## src/hw/rtl/tvss_pkg.sv

```systemverilog
// ============================================================================
// Two-venue spread sampler package
// Widths, codes and payload types shared by the sampler modules.
// ============================================================================
package tvss_pkg;

    localparam int PRICE_BITS    = 40;
    localparam int FRAC_BITS     = 16;
    localparam int TIME_BITS     = 48;
    localparam int IVL_BITS      = 32;
    localparam int SPREAD_BITS   = 32;
    localparam int OP_BITS       = 2;
    localparam int CFG_IDX_BITS  = 2;
    localparam int CFG_DATA_BITS = 48;

    localparam logic [OP_BITS-1:0] OP_QUOTE1 = 2'd0;
    localparam logic [OP_BITS-1:0] OP_QUOTE2 = 2'd1;
    localparam logic [OP_BITS-1:0] OP_TICK   = 2'd2;

    localparam logic [CFG_IDX_BITS-1:0] CFG_START = 2'd0;
    localparam logic [CFG_IDX_BITS-1:0] CFG_END   = 2'd1;
    localparam logic [CFG_IDX_BITS-1:0] CFG_IVL   = 2'd2;

    localparam logic [IVL_BITS-1:0] IVL_RESET = 32'd1000;

    // Divider sizing: |p - q| * 100 needs 7 more bits, then FRAC_BITS + 1
    // fraction bits (one extra for rounding).
    localparam int SCALE_BITS = PRICE_BITS + 7;
    localparam int DVD_BITS   = SCALE_BITS + FRAC_BITS + 1;
    localparam int STEP_BITS  = $clog2(DVD_BITS);
    localparam int QUO_BITS   = SPREAD_BITS + 2;
    localparam int MAG_BITS   = SPREAD_BITS + 1;

    localparam logic [MAG_BITS-1:0] MAG_POS_LIM =
        MAG_BITS'((64'd1 << (SPREAD_BITS - 1)) - 64'd1);
    localparam logic [MAG_BITS-1:0] MAG_NEG_LIM =
        MAG_BITS'(64'd1 << (SPREAD_BITS - 1));

    localparam int JOBQ_DEPTH    = 2;
    localparam int JOBQ_PTR_BITS = $clog2(JOBQ_DEPTH);
    localparam int JOBQ_CNT_BITS = $clog2(JOBQ_DEPTH + 1);

    typedef struct packed {
        logic [OP_BITS-1:0]    op;
        logic [PRICE_BITS-1:0] ask_price;
        logic [PRICE_BITS-1:0] bid_price;
    } t_item;

    typedef struct packed {
        logic [TIME_BITS-1:0]   bucket_time;
        logic [PRICE_BITS-1:0]  entry_buy_price;
        logic [PRICE_BITS-1:0]  entry_sell_price;
        logic [SPREAD_BITS-1:0] entry_spread;
        logic [PRICE_BITS-1:0]  exit_buy_price;
        logic [PRICE_BITS-1:0]  exit_sell_price;
        logic [SPREAD_BITS-1:0] exit_spread;
    } t_result;

    // One sampled bucket waiting for its spreads.
    typedef struct packed {
        logic [TIME_BITS-1:0]  bucket_time;
        logic [PRICE_BITS-1:0] ask1;
        logic [PRICE_BITS-1:0] bid1;
        logic [PRICE_BITS-1:0] ask2;
        logic [PRICE_BITS-1:0] bid2;
    } t_job;

endpackage

```

## src/hw/rtl/tvss_div.sv

```systemverilog
// ============================================================================
// Spread divider
// Restoring divider, one quotient bit per cycle, giving (num/den - 1) * 100
// in signed fixed point with round half away from zero and saturation.
// ============================================================================
module tvss_div
    import tvss_pkg::*;
(
    input  logic                   i_clk,
    input  logic                   i_rst_n,
    input  logic                   i_start,
    input  logic [PRICE_BITS-1:0]  i_num,
    input  logic [PRICE_BITS-1:0]  i_den,
    output logic                   o_done,
    output logic [SPREAD_BITS-1:0] o_spread
);

    localparam logic [2:0] S_IDLE  = 3'd0;
    localparam logic [2:0] S_SCALE = 3'd1;
    localparam logic [2:0] S_RUN   = 3'd2;
    localparam logic [2:0] S_ROUND = 3'd3;
    localparam logic [2:0] S_SIGN  = 3'd4;

    logic [2:0]             r_state;
    logic [2:0]             n_state;
    logic                   r_done;
    logic                   r_neg;
    logic [PRICE_BITS-1:0]  r_diff;
    logic [PRICE_BITS-1:0]  r_den;
    logic [PRICE_BITS-1:0]  r_rem;
    logic [DVD_BITS-1:0]    r_dvd;
    logic [QUO_BITS-1:0]    r_q;
    logic                   r_ovf;
    logic [STEP_BITS-1:0]   r_step;
    logic [MAG_BITS-1:0]    r_mag;
    logic [SPREAD_BITS-1:0] r_res;

    logic [SCALE_BITS-1:0]  scaled;
    logic [PRICE_BITS:0]    trial;
    logic [PRICE_BITS:0]    trial_sub;
    logic                   ge;
    logic [QUO_BITS-1:0]    mag_sum;
    logic [MAG_BITS-1:0]    mag;
    logic [MAG_BITS-1:0]    limit;
    logic                   sat;
    logic [MAG_BITS-1:0]    neg_mag;

    always_comb begin
        // times 100 as 64 + 32 + 4
        scaled = (SCALE_BITS'(r_diff) << 6) + (SCALE_BITS'(r_diff) << 5)
               + (SCALE_BITS'(r_diff) << 2);
        trial     = {r_rem, r_dvd[DVD_BITS-1]};
        trial_sub = trial - {1'b0, r_den};
        ge        = trial >= {1'b0, r_den};
        mag_sum   = {1'b0, r_q[QUO_BITS-2:0]} + QUO_BITS'(1);
        mag       = mag_sum[QUO_BITS-1:1];
        limit     = r_neg ? MAG_NEG_LIM : MAG_POS_LIM;
        sat       = r_ovf | r_q[QUO_BITS-1];
        neg_mag   = MAG_BITS'(0) - r_mag;
    end

    always_comb begin
        n_state = r_state;
        unique case (r_state)
            S_IDLE:  if (i_start) n_state = S_SCALE;
            S_SCALE: n_state = S_RUN;
            S_RUN:   if (r_step == '0) n_state = S_ROUND;
            S_ROUND: n_state = S_SIGN;
            S_SIGN:  n_state = S_IDLE;
            default: n_state = S_IDLE;
        endcase
    end

    always_ff @(posedge i_clk) begin
        if (!i_rst_n) begin
            r_state <= S_IDLE;
            r_done  <= 1'b0;
        end else begin
            r_state <= n_state;
            r_done  <= (r_state == S_SIGN);
        end
    end

    always_ff @(posedge i_clk) begin
        unique case (r_state)
            S_IDLE: begin
                if (i_start) begin
                    r_neg  <= i_num < i_den;
                    r_diff <= (i_num < i_den) ? i_den - i_num : i_num - i_den;
                    r_den  <= i_den;
                    r_rem  <= '0;
                    r_q    <= '0;
                    r_ovf  <= 1'b0;
                    r_step <= STEP_BITS'(DVD_BITS - 1);
                end
            end
            S_SCALE: begin
                r_dvd <= {scaled, {(FRAC_BITS + 1){1'b0}}};
            end
            S_RUN: begin
                r_rem  <= ge ? trial_sub[PRICE_BITS-1:0] : trial[PRICE_BITS-1:0];
                r_q    <= {r_q[QUO_BITS-2:0], ge};
                // any bit pushed out of the top means the result saturates
                r_ovf  <= r_ovf | r_q[QUO_BITS-1];
                r_dvd  <= {r_dvd[DVD_BITS-2:0], 1'b0};
                r_step <= r_step - STEP_BITS'(1);
            end
            S_ROUND: begin
                r_mag <= (sat || mag > limit) ? limit : mag;
            end
            S_SIGN: begin
                r_res <= r_neg ? neg_mag[SPREAD_BITS-1:0] : r_mag[SPREAD_BITS-1:0];
            end
            default: begin
            end
        endcase
    end

    assign o_done   = r_done;
    assign o_spread = r_res;

endmodule

```

## src/hw/rtl/tvss_front.sv

```systemverilog
// ============================================================================
// Sampler front end
// Holds configuration and quotes, walks the bucket sequence on each tick and
// queues the buckets that yield a point.
// ============================================================================
module tvss_front
    import tvss_pkg::*;
(
    input  logic                     i_clk,
    input  logic                     i_rst_n,
    input  logic                     i_cfg_valid,
    input  logic [CFG_IDX_BITS-1:0]  i_cfg_index,
    input  logic [CFG_DATA_BITS-1:0] i_cfg_data,
    input  logic                     i_push,
    input  t_item                    i_item,
    output logic                     o_full,
    output logic                     o_job_push,
    output t_job                     o_job,
    input  logic                     i_job_full
);

    localparam logic [1:0] F_IDLE  = 2'd0;
    localparam logic [1:0] F_CHECK = 2'd1;
    localparam logic [1:0] F_ADV   = 2'd2;

    logic [1:0]            r_state;
    logic [1:0]            n_state;
    logic [TIME_BITS-1:0]  r_start;
    logic [TIME_BITS-1:0]  r_end;
    logic [IVL_BITS-1:0]   r_ivl;
    logic [PRICE_BITS-1:0] r_ask [2];
    logic [PRICE_BITS-1:0] r_bid [2];
    logic [1:0]            r_have;
    logic [TIME_BITS-1:0]  r_offset;
    logic                  r_past_end;
    logic [TIME_BITS:0]    r_bucket;
    logic [TIME_BITS+1:0]  r_next_sum;
    logic [TIME_BITS:0]    r_next_off;

    logic accept;
    logic window_ok;
    logic bucket_late;
    logic emit;

    always_comb begin
        accept      = i_push && (r_state == F_IDLE);
        window_ok   = (r_start <= r_end) && (r_ivl != '0) && !r_past_end;
        bucket_late = r_bucket > {1'b0, r_end};
        emit        = r_have[0] && r_have[1] && (r_ask[0] != '0) && (r_bid[0] != '0)
                    && (r_ask[1] != '0) && (r_bid[1] != '0);
    end

    always_comb begin
        n_state = r_state;
        unique case (r_state)
            F_IDLE: begin
                if (accept && i_item.op == OP_TICK && window_ok) n_state = F_CHECK;
            end
            F_CHECK: begin
                if (bucket_late) n_state = F_IDLE;
                else if (!(emit && i_job_full)) n_state = F_ADV;
            end
            F_ADV:   n_state = F_IDLE;
            default: n_state = F_IDLE;
        endcase
    end

    always_ff @(posedge i_clk) begin
        if (!i_rst_n) begin
            r_state    <= F_IDLE;
            r_start    <= '0;
            r_end      <= '0;
            r_ivl      <= IVL_RESET;
            r_ask[0]   <= '0;
            r_ask[1]   <= '0;
            r_bid[0]   <= '0;
            r_bid[1]   <= '0;
            r_have     <= '0;
            r_offset   <= '0;
            r_past_end <= 1'b0;
        end else begin
            r_state <= n_state;
            if (i_cfg_valid) begin
                unique case (i_cfg_index)
                    CFG_START: r_start <= i_cfg_data[TIME_BITS-1:0];
                    CFG_END:   r_end   <= i_cfg_data[TIME_BITS-1:0];
                    CFG_IVL:   r_ivl   <= i_cfg_data[IVL_BITS-1:0];
                    default: begin
                    end
                endcase
            end
            if (accept && (i_item.op == OP_QUOTE1 || i_item.op == OP_QUOTE2)) begin
                r_ask[i_item.op[0]]  <= i_item.ask_price;
                r_bid[i_item.op[0]]  <= i_item.bid_price;
                r_have[i_item.op[0]] <= 1'b1;
            end
            if (r_state == F_CHECK && bucket_late) begin
                r_past_end <= 1'b1;
            end
            if (r_state == F_ADV) begin
                // stop at the window end instead of advancing past it
                if (r_next_sum > {2'b0, r_end}) r_past_end <= 1'b1;
                else r_offset <= r_next_off[TIME_BITS-1:0];
            end
        end
    end

    always_ff @(posedge i_clk) begin
        if (r_state == F_IDLE) begin
            r_bucket <= {1'b0, r_start} + {1'b0, r_offset};
        end
        if (r_state == F_CHECK) begin
            r_next_sum <= {1'b0, r_bucket} + (TIME_BITS + 2)'(r_ivl);
            r_next_off <= {1'b0, r_offset} + (TIME_BITS + 1)'(r_ivl);
        end
    end

    assign o_full     = (r_state != F_IDLE);
    assign o_job_push = (r_state == F_CHECK) && !bucket_late && emit && !i_job_full;

    always_comb begin
        o_job.bucket_time = r_bucket[TIME_BITS-1:0];
        o_job.ask1        = r_ask[0];
        o_job.bid1        = r_bid[0];
        o_job.ask2        = r_ask[1];
        o_job.bid2        = r_bid[1];
    end

endmodule

```

## src/hw/rtl/tvss_jobq.sv

```systemverilog
// ============================================================================
// Bucket job queue
// Short first-in first-out queue between the front end and the spread unit.
// ============================================================================
module tvss_jobq
    import tvss_pkg::*;
(
    input  logic i_clk,
    input  logic i_rst_n,
    input  logic i_push,
    input  t_job i_job,
    output logic o_full,
    input  logic i_pop,
    output logic o_empty,
    output t_job o_head
);

    t_job                     r_mem [JOBQ_DEPTH];
    logic [JOBQ_PTR_BITS-1:0] r_wr;
    logic [JOBQ_PTR_BITS-1:0] r_rd;
    logic [JOBQ_CNT_BITS-1:0] r_count;

    logic do_push;
    logic do_pop;

    always_comb begin
        do_push = i_push && (r_count != JOBQ_CNT_BITS'(JOBQ_DEPTH));
        do_pop  = i_pop && (r_count != '0);
    end

    always_ff @(posedge i_clk) begin
        if (!i_rst_n) begin
            r_wr    <= '0;
            r_rd    <= '0;
            r_count <= '0;
        end else begin
            if (do_push) begin
                r_wr <= (r_wr == JOBQ_PTR_BITS'(JOBQ_DEPTH - 1)) ? '0
                      : r_wr + JOBQ_PTR_BITS'(1);
            end
            if (do_pop) begin
                r_rd <= (r_rd == JOBQ_PTR_BITS'(JOBQ_DEPTH - 1)) ? '0
                      : r_rd + JOBQ_PTR_BITS'(1);
            end
            if (do_push && !do_pop) r_count <= r_count + JOBQ_CNT_BITS'(1);
            else if (do_pop && !do_push) r_count <= r_count - JOBQ_CNT_BITS'(1);
        end
    end

    always_ff @(posedge i_clk) begin
        if (do_push) r_mem[r_wr] <= i_job;
    end

    assign o_full  = (r_count == JOBQ_CNT_BITS'(JOBQ_DEPTH));
    assign o_empty = (r_count == '0);
    assign o_head  = r_mem[r_rd];

endmodule

```

## src/hw/rtl/tvss_back.sv

```systemverilog
// ============================================================================
// Sampler back end
// Takes queued buckets, computes both spreads on two dividers in parallel and
// loads the finished point into the output register.
// ============================================================================
module tvss_back
    import tvss_pkg::*;
(
    input  logic    i_clk,
    input  logic    i_rst_n,
    input  logic    i_job_empty,
    input  t_job    i_job,
    output logic    o_job_pop,
    output logic    o_empty,
    input  logic    i_pop,
    output t_result o_result
);

    localparam logic [1:0] B_IDLE = 2'd0;
    localparam logic [1:0] B_WAIT = 2'd1;
    localparam logic [1:0] B_OUT  = 2'd2;

    logic [1:0]             r_state;
    logic [1:0]             n_state;
    t_job                   r_job;
    logic                   r_out_valid;
    t_result                r_out;

    logic                   start;
    logic                   out_free;
    logic                   entry_done;
    logic                   exit_done;
    logic [SPREAD_BITS-1:0] entry_spread;
    logic [SPREAD_BITS-1:0] exit_spread;

    always_comb begin
        start    = (r_state == B_IDLE) && !i_job_empty;
        out_free = !r_out_valid || i_pop;
    end

    tvss_div u_entry_div (
        .i_clk    (i_clk),
        .i_rst_n  (i_rst_n),
        .i_start  (start),
        .i_num    (i_job.bid2),
        .i_den    (i_job.ask1),
        .o_done   (entry_done),
        .o_spread (entry_spread)
    );

    tvss_div u_exit_div (
        .i_clk    (i_clk),
        .i_rst_n  (i_rst_n),
        .i_start  (start),
        .i_num    (i_job.ask2),
        .i_den    (i_job.bid1),
        .o_done   (exit_done),
        .o_spread (exit_spread)
    );

    always_comb begin
        n_state = r_state;
        unique case (r_state)
            B_IDLE:  if (start) n_state = B_WAIT;
            // both dividers run the same number of steps
            B_WAIT:  if (entry_done && exit_done) n_state = B_OUT;
            B_OUT:   if (out_free) n_state = B_IDLE;
            default: n_state = B_IDLE;
        endcase
    end

    always_ff @(posedge i_clk) begin
        if (!i_rst_n) begin
            r_state     <= B_IDLE;
            r_out_valid <= 1'b0;
        end else begin
            r_state <= n_state;
            if (r_state == B_OUT && out_free) r_out_valid <= 1'b1;
            else if (i_pop) r_out_valid <= 1'b0;
        end
    end

    always_ff @(posedge i_clk) begin
        if (start) r_job <= i_job;
        if (r_state == B_OUT && out_free) begin
            r_out.bucket_time      <= r_job.bucket_time;
            r_out.entry_buy_price  <= r_job.ask1;
            r_out.entry_sell_price <= r_job.bid2;
            r_out.entry_spread     <= entry_spread;
            r_out.exit_buy_price   <= r_job.ask2;
            r_out.exit_sell_price  <= r_job.bid1;
            r_out.exit_spread      <= exit_spread;
        end
    end

    assign o_job_pop = start;
    assign o_empty   = !r_out_valid;
    assign o_result  = r_out;

endmodule

```

## src/hw/rtl/two_venue_spread_sampler.sv

```systemverilog
// ============================================================================
// Two-venue spread sampler
// Merges two venues' quotes with bucket ticks and emits sampled spread points.
//
// Channel   Direction  Handshake                   Payload
// items     in         push / full                 i_item   (t_item)
// points    out        empty / pop                 o_result (t_result)
// config    in         i_cfg_valid / o_cfg_ready   i_cfg_index, i_cfg_data
//
// Quotes leave the front end free; a tick holds it in its check/advance states.
// A tick that yields a point has both spreads computed in the back end by
// two 64-step restoring dividers that run side by side.
// A two-entry job queue and the output register let the front end keep taking
// items while points are computed or wait to be popped.
// Synchronous reset clears all control state; no clearing pass follows.
// ============================================================================
module two_venue_spread_sampler
    import tvss_pkg::*;
(
    input  logic                     i_clk,
    input  logic                     i_rst_n,
    input  logic                     push,
    output logic                     full,
    input  t_item                    i_item,
    output logic                     empty,
    input  logic                     pop,
    output t_result                  o_result,
    input  logic                     i_cfg_valid,
    output logic                     o_cfg_ready,
    input  logic [CFG_IDX_BITS-1:0]  i_cfg_index,
    input  logic [CFG_DATA_BITS-1:0] i_cfg_data
);

    logic job_push;
    logic job_full;
    logic job_pop;
    logic job_empty;
    t_job job_in;
    t_job job_head;

    assign o_cfg_ready = 1'b1;

    tvss_front u_front (
        .i_clk       (i_clk),
        .i_rst_n     (i_rst_n),
        .i_cfg_valid (i_cfg_valid),
        .i_cfg_index (i_cfg_index),
        .i_cfg_data  (i_cfg_data),
        .i_push      (push),
        .i_item      (i_item),
        .o_full      (full),
        .o_job_push  (job_push),
        .o_job       (job_in),
        .i_job_full  (job_full)
    );

    tvss_jobq u_jobq (
        .i_clk   (i_clk),
        .i_rst_n (i_rst_n),
        .i_push  (job_push),
        .i_job   (job_in),
        .o_full  (job_full),
        .i_pop   (job_pop),
        .o_empty (job_empty),
        .o_head  (job_head)
    );

    tvss_back u_back (
        .i_clk       (i_clk),
        .i_rst_n     (i_rst_n),
        .i_job_empty (job_empty),
        .i_job       (job_head),
        .o_job_pop   (job_pop),
        .o_empty     (empty),
        .i_pop       (pop),
        .o_result    (o_result)
    );

endmodule

```

## config.mk

```make
export PLATFORM = sky130hd
export DESIGN_NAME = two_venue_spread_sampler
export DESIGN_NICKNAME = d
export VERILOG_FILES = /design/src/hw/rtl/tvss_pkg.sv /design/src/hw/rtl/tvss_div.sv /design/src/hw/rtl/tvss_front.sv /design/src/hw/rtl/tvss_jobq.sv /design/src/hw/rtl/tvss_back.sv /design/src/hw/rtl/two_venue_spread_sampler.sv
export SDC_FILE = /design/constraint.sdc
export NUM_CORES = 2
export LEC_CHECK = 0
export ABC_AREA = 0
export BUFFER_PORTS_ARGS = -buffer_cell sky130_fd_sc_hd__buf_2
export CAP_MARGIN = 20
export CORE_UTILIZATION = 43
export DETAILED_ROUTE_END_ITERATION = 12
export MAX_ROUTING_LAYER = met4
export PLACE_DENSITY = 0.71
export SKIP_CTS_REPAIR_TIMING = 1
export SYNTH_ARGS = -nofsm -noshare
export SYNTH_HDL_FRONTEND = slang
export SYNTH_SLANG_ARGS = --single-unit
```

## constraint.sdc

```tcl
create_clock -name i_clk -period 16.4 [get_ports i_clk]
set_clock_uncertainty 0.05 [all_clocks]
set_input_delay 3.28 -clock i_clk [delete_from_list [all_inputs] [get_ports i_clk]]
set_output_delay 3.28 -clock i_clk [all_outputs]
set_load 0.05 [all_outputs]
```

==> impl_metrics.yaml <==
logic_synthesis:
  synth-seq-cells: 1942
  yosysMostFrequentCell: "edfxtp_1"
  async_flop_share_pct: 0
  synth_top_area_share_pct: 53.0
  synth_area_leader_cell: "edfxtp_1"
  avgSynthCellArea_um2: 12.0
  syn-instance-count: 8224
  synth_area_um2: 98800
  syn-num-nets: 9098
  synth_area_leaders: "edfxtp_1 53%, ha_1 8.3%, dfxtp_1 4.0%"
  yosys-top-cells-count: "1745 x edfxtp_1, 691 x nand2_1, 654 x ha_1, 539 x a21oi_1, 443 x nor2_1"
  seq_area_frac_synth_pct: 57.0
  ys_types: 85
  synth-edff-count: 1745
  synthFlopType: "edfxtp_1"
  ys.warnings.count: 0
critical_path:
  critPathMaxFanout: 49
  slowest_delay_ns: 0.76
  worst-path-buf-inv: 4
  critPathLaunchType: "register"
  crit_top_cell: "a31oi_1"
  cp_cell_sequence: "buf_4, buf_4, mux2i_1, inv_1, ha_1, nand4_1, a211oi_1, o21ai_1, a31oi_1, a31oi_1, a211oi_1, or2_2, inv_2, a21oi_1, a31oi_1, xnor2_1"
  worstSetupPathType: "reg -> reg"
  crit_family: "compound AO/OA/AOI/OAI gates"
  crit_path_end_kind: "register"
  worstPathArrival_ns: 8.38
  cp_slowest_cell: "buf_4"
  critPathRequiredTime_ns: 16.97
layout:
  seqCellArea_um2: 56300
  syn_to_final_growth_pct: 12.5
  num-fill-cells: 19759
  fin_nets: 9491
  design_area_um2: 111000
  drive_gt1_share_pct: 11.1
  multi_input_area_um2: 39800
detailed_routing:
  viasPerCell: 5.66
  drc: 0
  drtAntennaViolNets: 0
  drt_pre_antenna_iters: 6
  wl_met2_um: 135000
  wl_per_cell_um: 24.1
  wl_met1_um: 118000
  drt_iter0_drc: 6049
  wl_met3_um: 17100
  via_count: 67003
  wl_um: 285000
  routed.top_layer: "met4"
pwr:
  irDropWorstVdd_uv: 146
  p_leak_nw: 43.2
  power_density_nw_per_um2: 196
timing:
  grt_setup_unrepaired: "no"
  slew_headroom_pct: 23.3
  fin_crit_sh_pct: 47.6
  finalCriticalPeriod_ns: 7.81
  timing.fmax_mhz: 128
  tightestPinTransition_ns: 1.14
  slew_viol_final: 0
  setup_viol: 0
  hold_viol: 0
  fin_tns_setup_ns: 0
global_routing:
  grt_pass1_vias: 65056
  grt_max_degree: 171
  antenna_found_initial: 51
  overflow: 0
  grt_usage_pct: 24.9
  grt_pass1_wl_um: 417000
clock_network:
  cts_root_buffer: "clkbuf_16"
  cts_made_buffers: 205
  clk_pin_slew_ns: 0.06
  cts.htree.levels: 4
  clock_path_buffers: 3
  cts_tree: "built"
  cts_sinks: 1942
  clock_latency_ns: 0.88
floorplanning:
  die_area_um2: 232000
  rows: 175
  initial_core_util_pct: 43.4
  ioPinCount: 412
  fp.dieH_um: 481
  placeableCoreArea_um2: 228000
  die_w_um: 481
run_status:
  outcome: "finished, final reports clean"
placement:
  dpl-instance-area_um2: 104000
  portBuffers: 410
  place_hpwl_um: 217000
  place.gp.congestion: 0.960
flow_run:
  max_cap_violations: 0
worst_hold_path:
  hold_path.class: "reg -> reg"
-- kinds of logic after synthesis --
kind of cell | synth area share [%]
other | 0.00379
XOR/XNOR | 4.19
buffers and inverters | 2.83
AO/OA/AOI/OAI | 11.9
flip-flops | 57.0
AND/OR/NAND/NOR | 10.5
adder cells (fa/ha/maj) | 9.96
multiplexers | 3.59
-- final timing paths --
check                                           from                                       to  slack (ns)  cells past startpoint
max                                         register  u_back.u_entry_div.r_diff[31]$_DFFE_PP_        8.59                     16
min          u_back.u_exit_div.o_spread[7]$_DFFE_PP_             u_back.o_result[7]$_DFFE_PP_        0.31                      0
max reg2reg                                 register  u_back.u_entry_div.r_diff[31]$_DFFE_PP_        8.59                     16
min reg2reg  u_back.u_exit_div.o_spread[7]$_DFFE_PP_             u_back.o_result[7]$_DFFE_PP_        0.31                      0
-- sequential cells by signal, indices dropped and copies added, names as in the netlist, 49 cells and up, named ones only --
| signal | count |
|---|---|
| u_front.r_bid | 80 |
| u_front.r_bucket | 49 |
| u_front.r_ask | 80 |
| u_back.r_job | 208 |
| u_jobq.r_mem | 416 |
| u_front.r_next_sum | 50 |
| u_back.o_result | 272 |
-- worst reg2reg max path, cell delays in order (launching register included) --
cell      delay, ns
dfxtp_4        0.61
buf_4          0.73
buf_4          0.78
mux2i_1        0.38
inv_1          0.11
ha_1           0.50
nand4_1        0.33
a211oi_1       0.30
o21ai_1        0.18
a31oi_1        0.48
a31oi_1        0.23
a211oi_1       0.67
or2_2          0.70
inv_2          0.60
a21oi_1        0.58
a31oi_1        0.18
xnor2_1        0.15
-- cell usage in the layout (no fill, tap or decap), types with 65 or more instances in the layout --
master,n
clkbuf_16,208
ha_1,654
nand4_1,134
o21ai_0,409
a21oi_1,539
buf_2,410
a21boi_0,144
and3_1,199
mux2i_1,233
a21o_1,271
nand3_1,157
fa_1,83
and2_1,118
mux2_2,108
nor2_1,432
o21a_1,65
nand2_1,688
inv_1,440
nor4_1,73
xnor2_1,294
xor2_1,179
o21bai_1,73
dfxtp_1,196
edfxtp_1,1745
nor3_1,69
-- layer usage --
metal	vias to the layer above	global-route usage, %
met3	435	3.17
met4	0	11.7
li1	31252	-
met5	-	-
met1	33116	31.3
met2	2200	40.0
-- area by class of cell --
cell class / count / area share [%]
sequential: 1942 / 50.7
multi-input combinational: 5545 / 35.8
clock buffer: 256 / 4.95
tap: 3009 / 3.38
timing repair buffer: 481 / 2.41
inverter: 442 / 1.50
clock inverter: 125 / 1.19
antenna: 41 / 0.0922
-- where the power goes --
group | switching (mW) | leakage (nW) | internal (mW)
registers | 0.812 | 17.9 | 6.99
clock network | 2.02 | 3.31 | 2.66
logic | 5.54 | 21.9 | 3.78
total | 8.38 | 43.2 | 13.4
-- stage by stage --
stage               instances  utilization [%]  hold slack (ns)  power (mW)  setup WS, ns
global placement        11413             45.7            0.352        16.9          8.74
detailed placement      11414             45.7            0.355        17.1          8.62
floorplan                8224                -            0.350        14.6        0.0744
CTS                     11795             48.7            0.312        21.8          8.61
finish                  11841             48.8            0.312        21.8          8.59
global route            11821             48.8            0.322        23.2          8.21
Power figures use the tool's default switching activity.
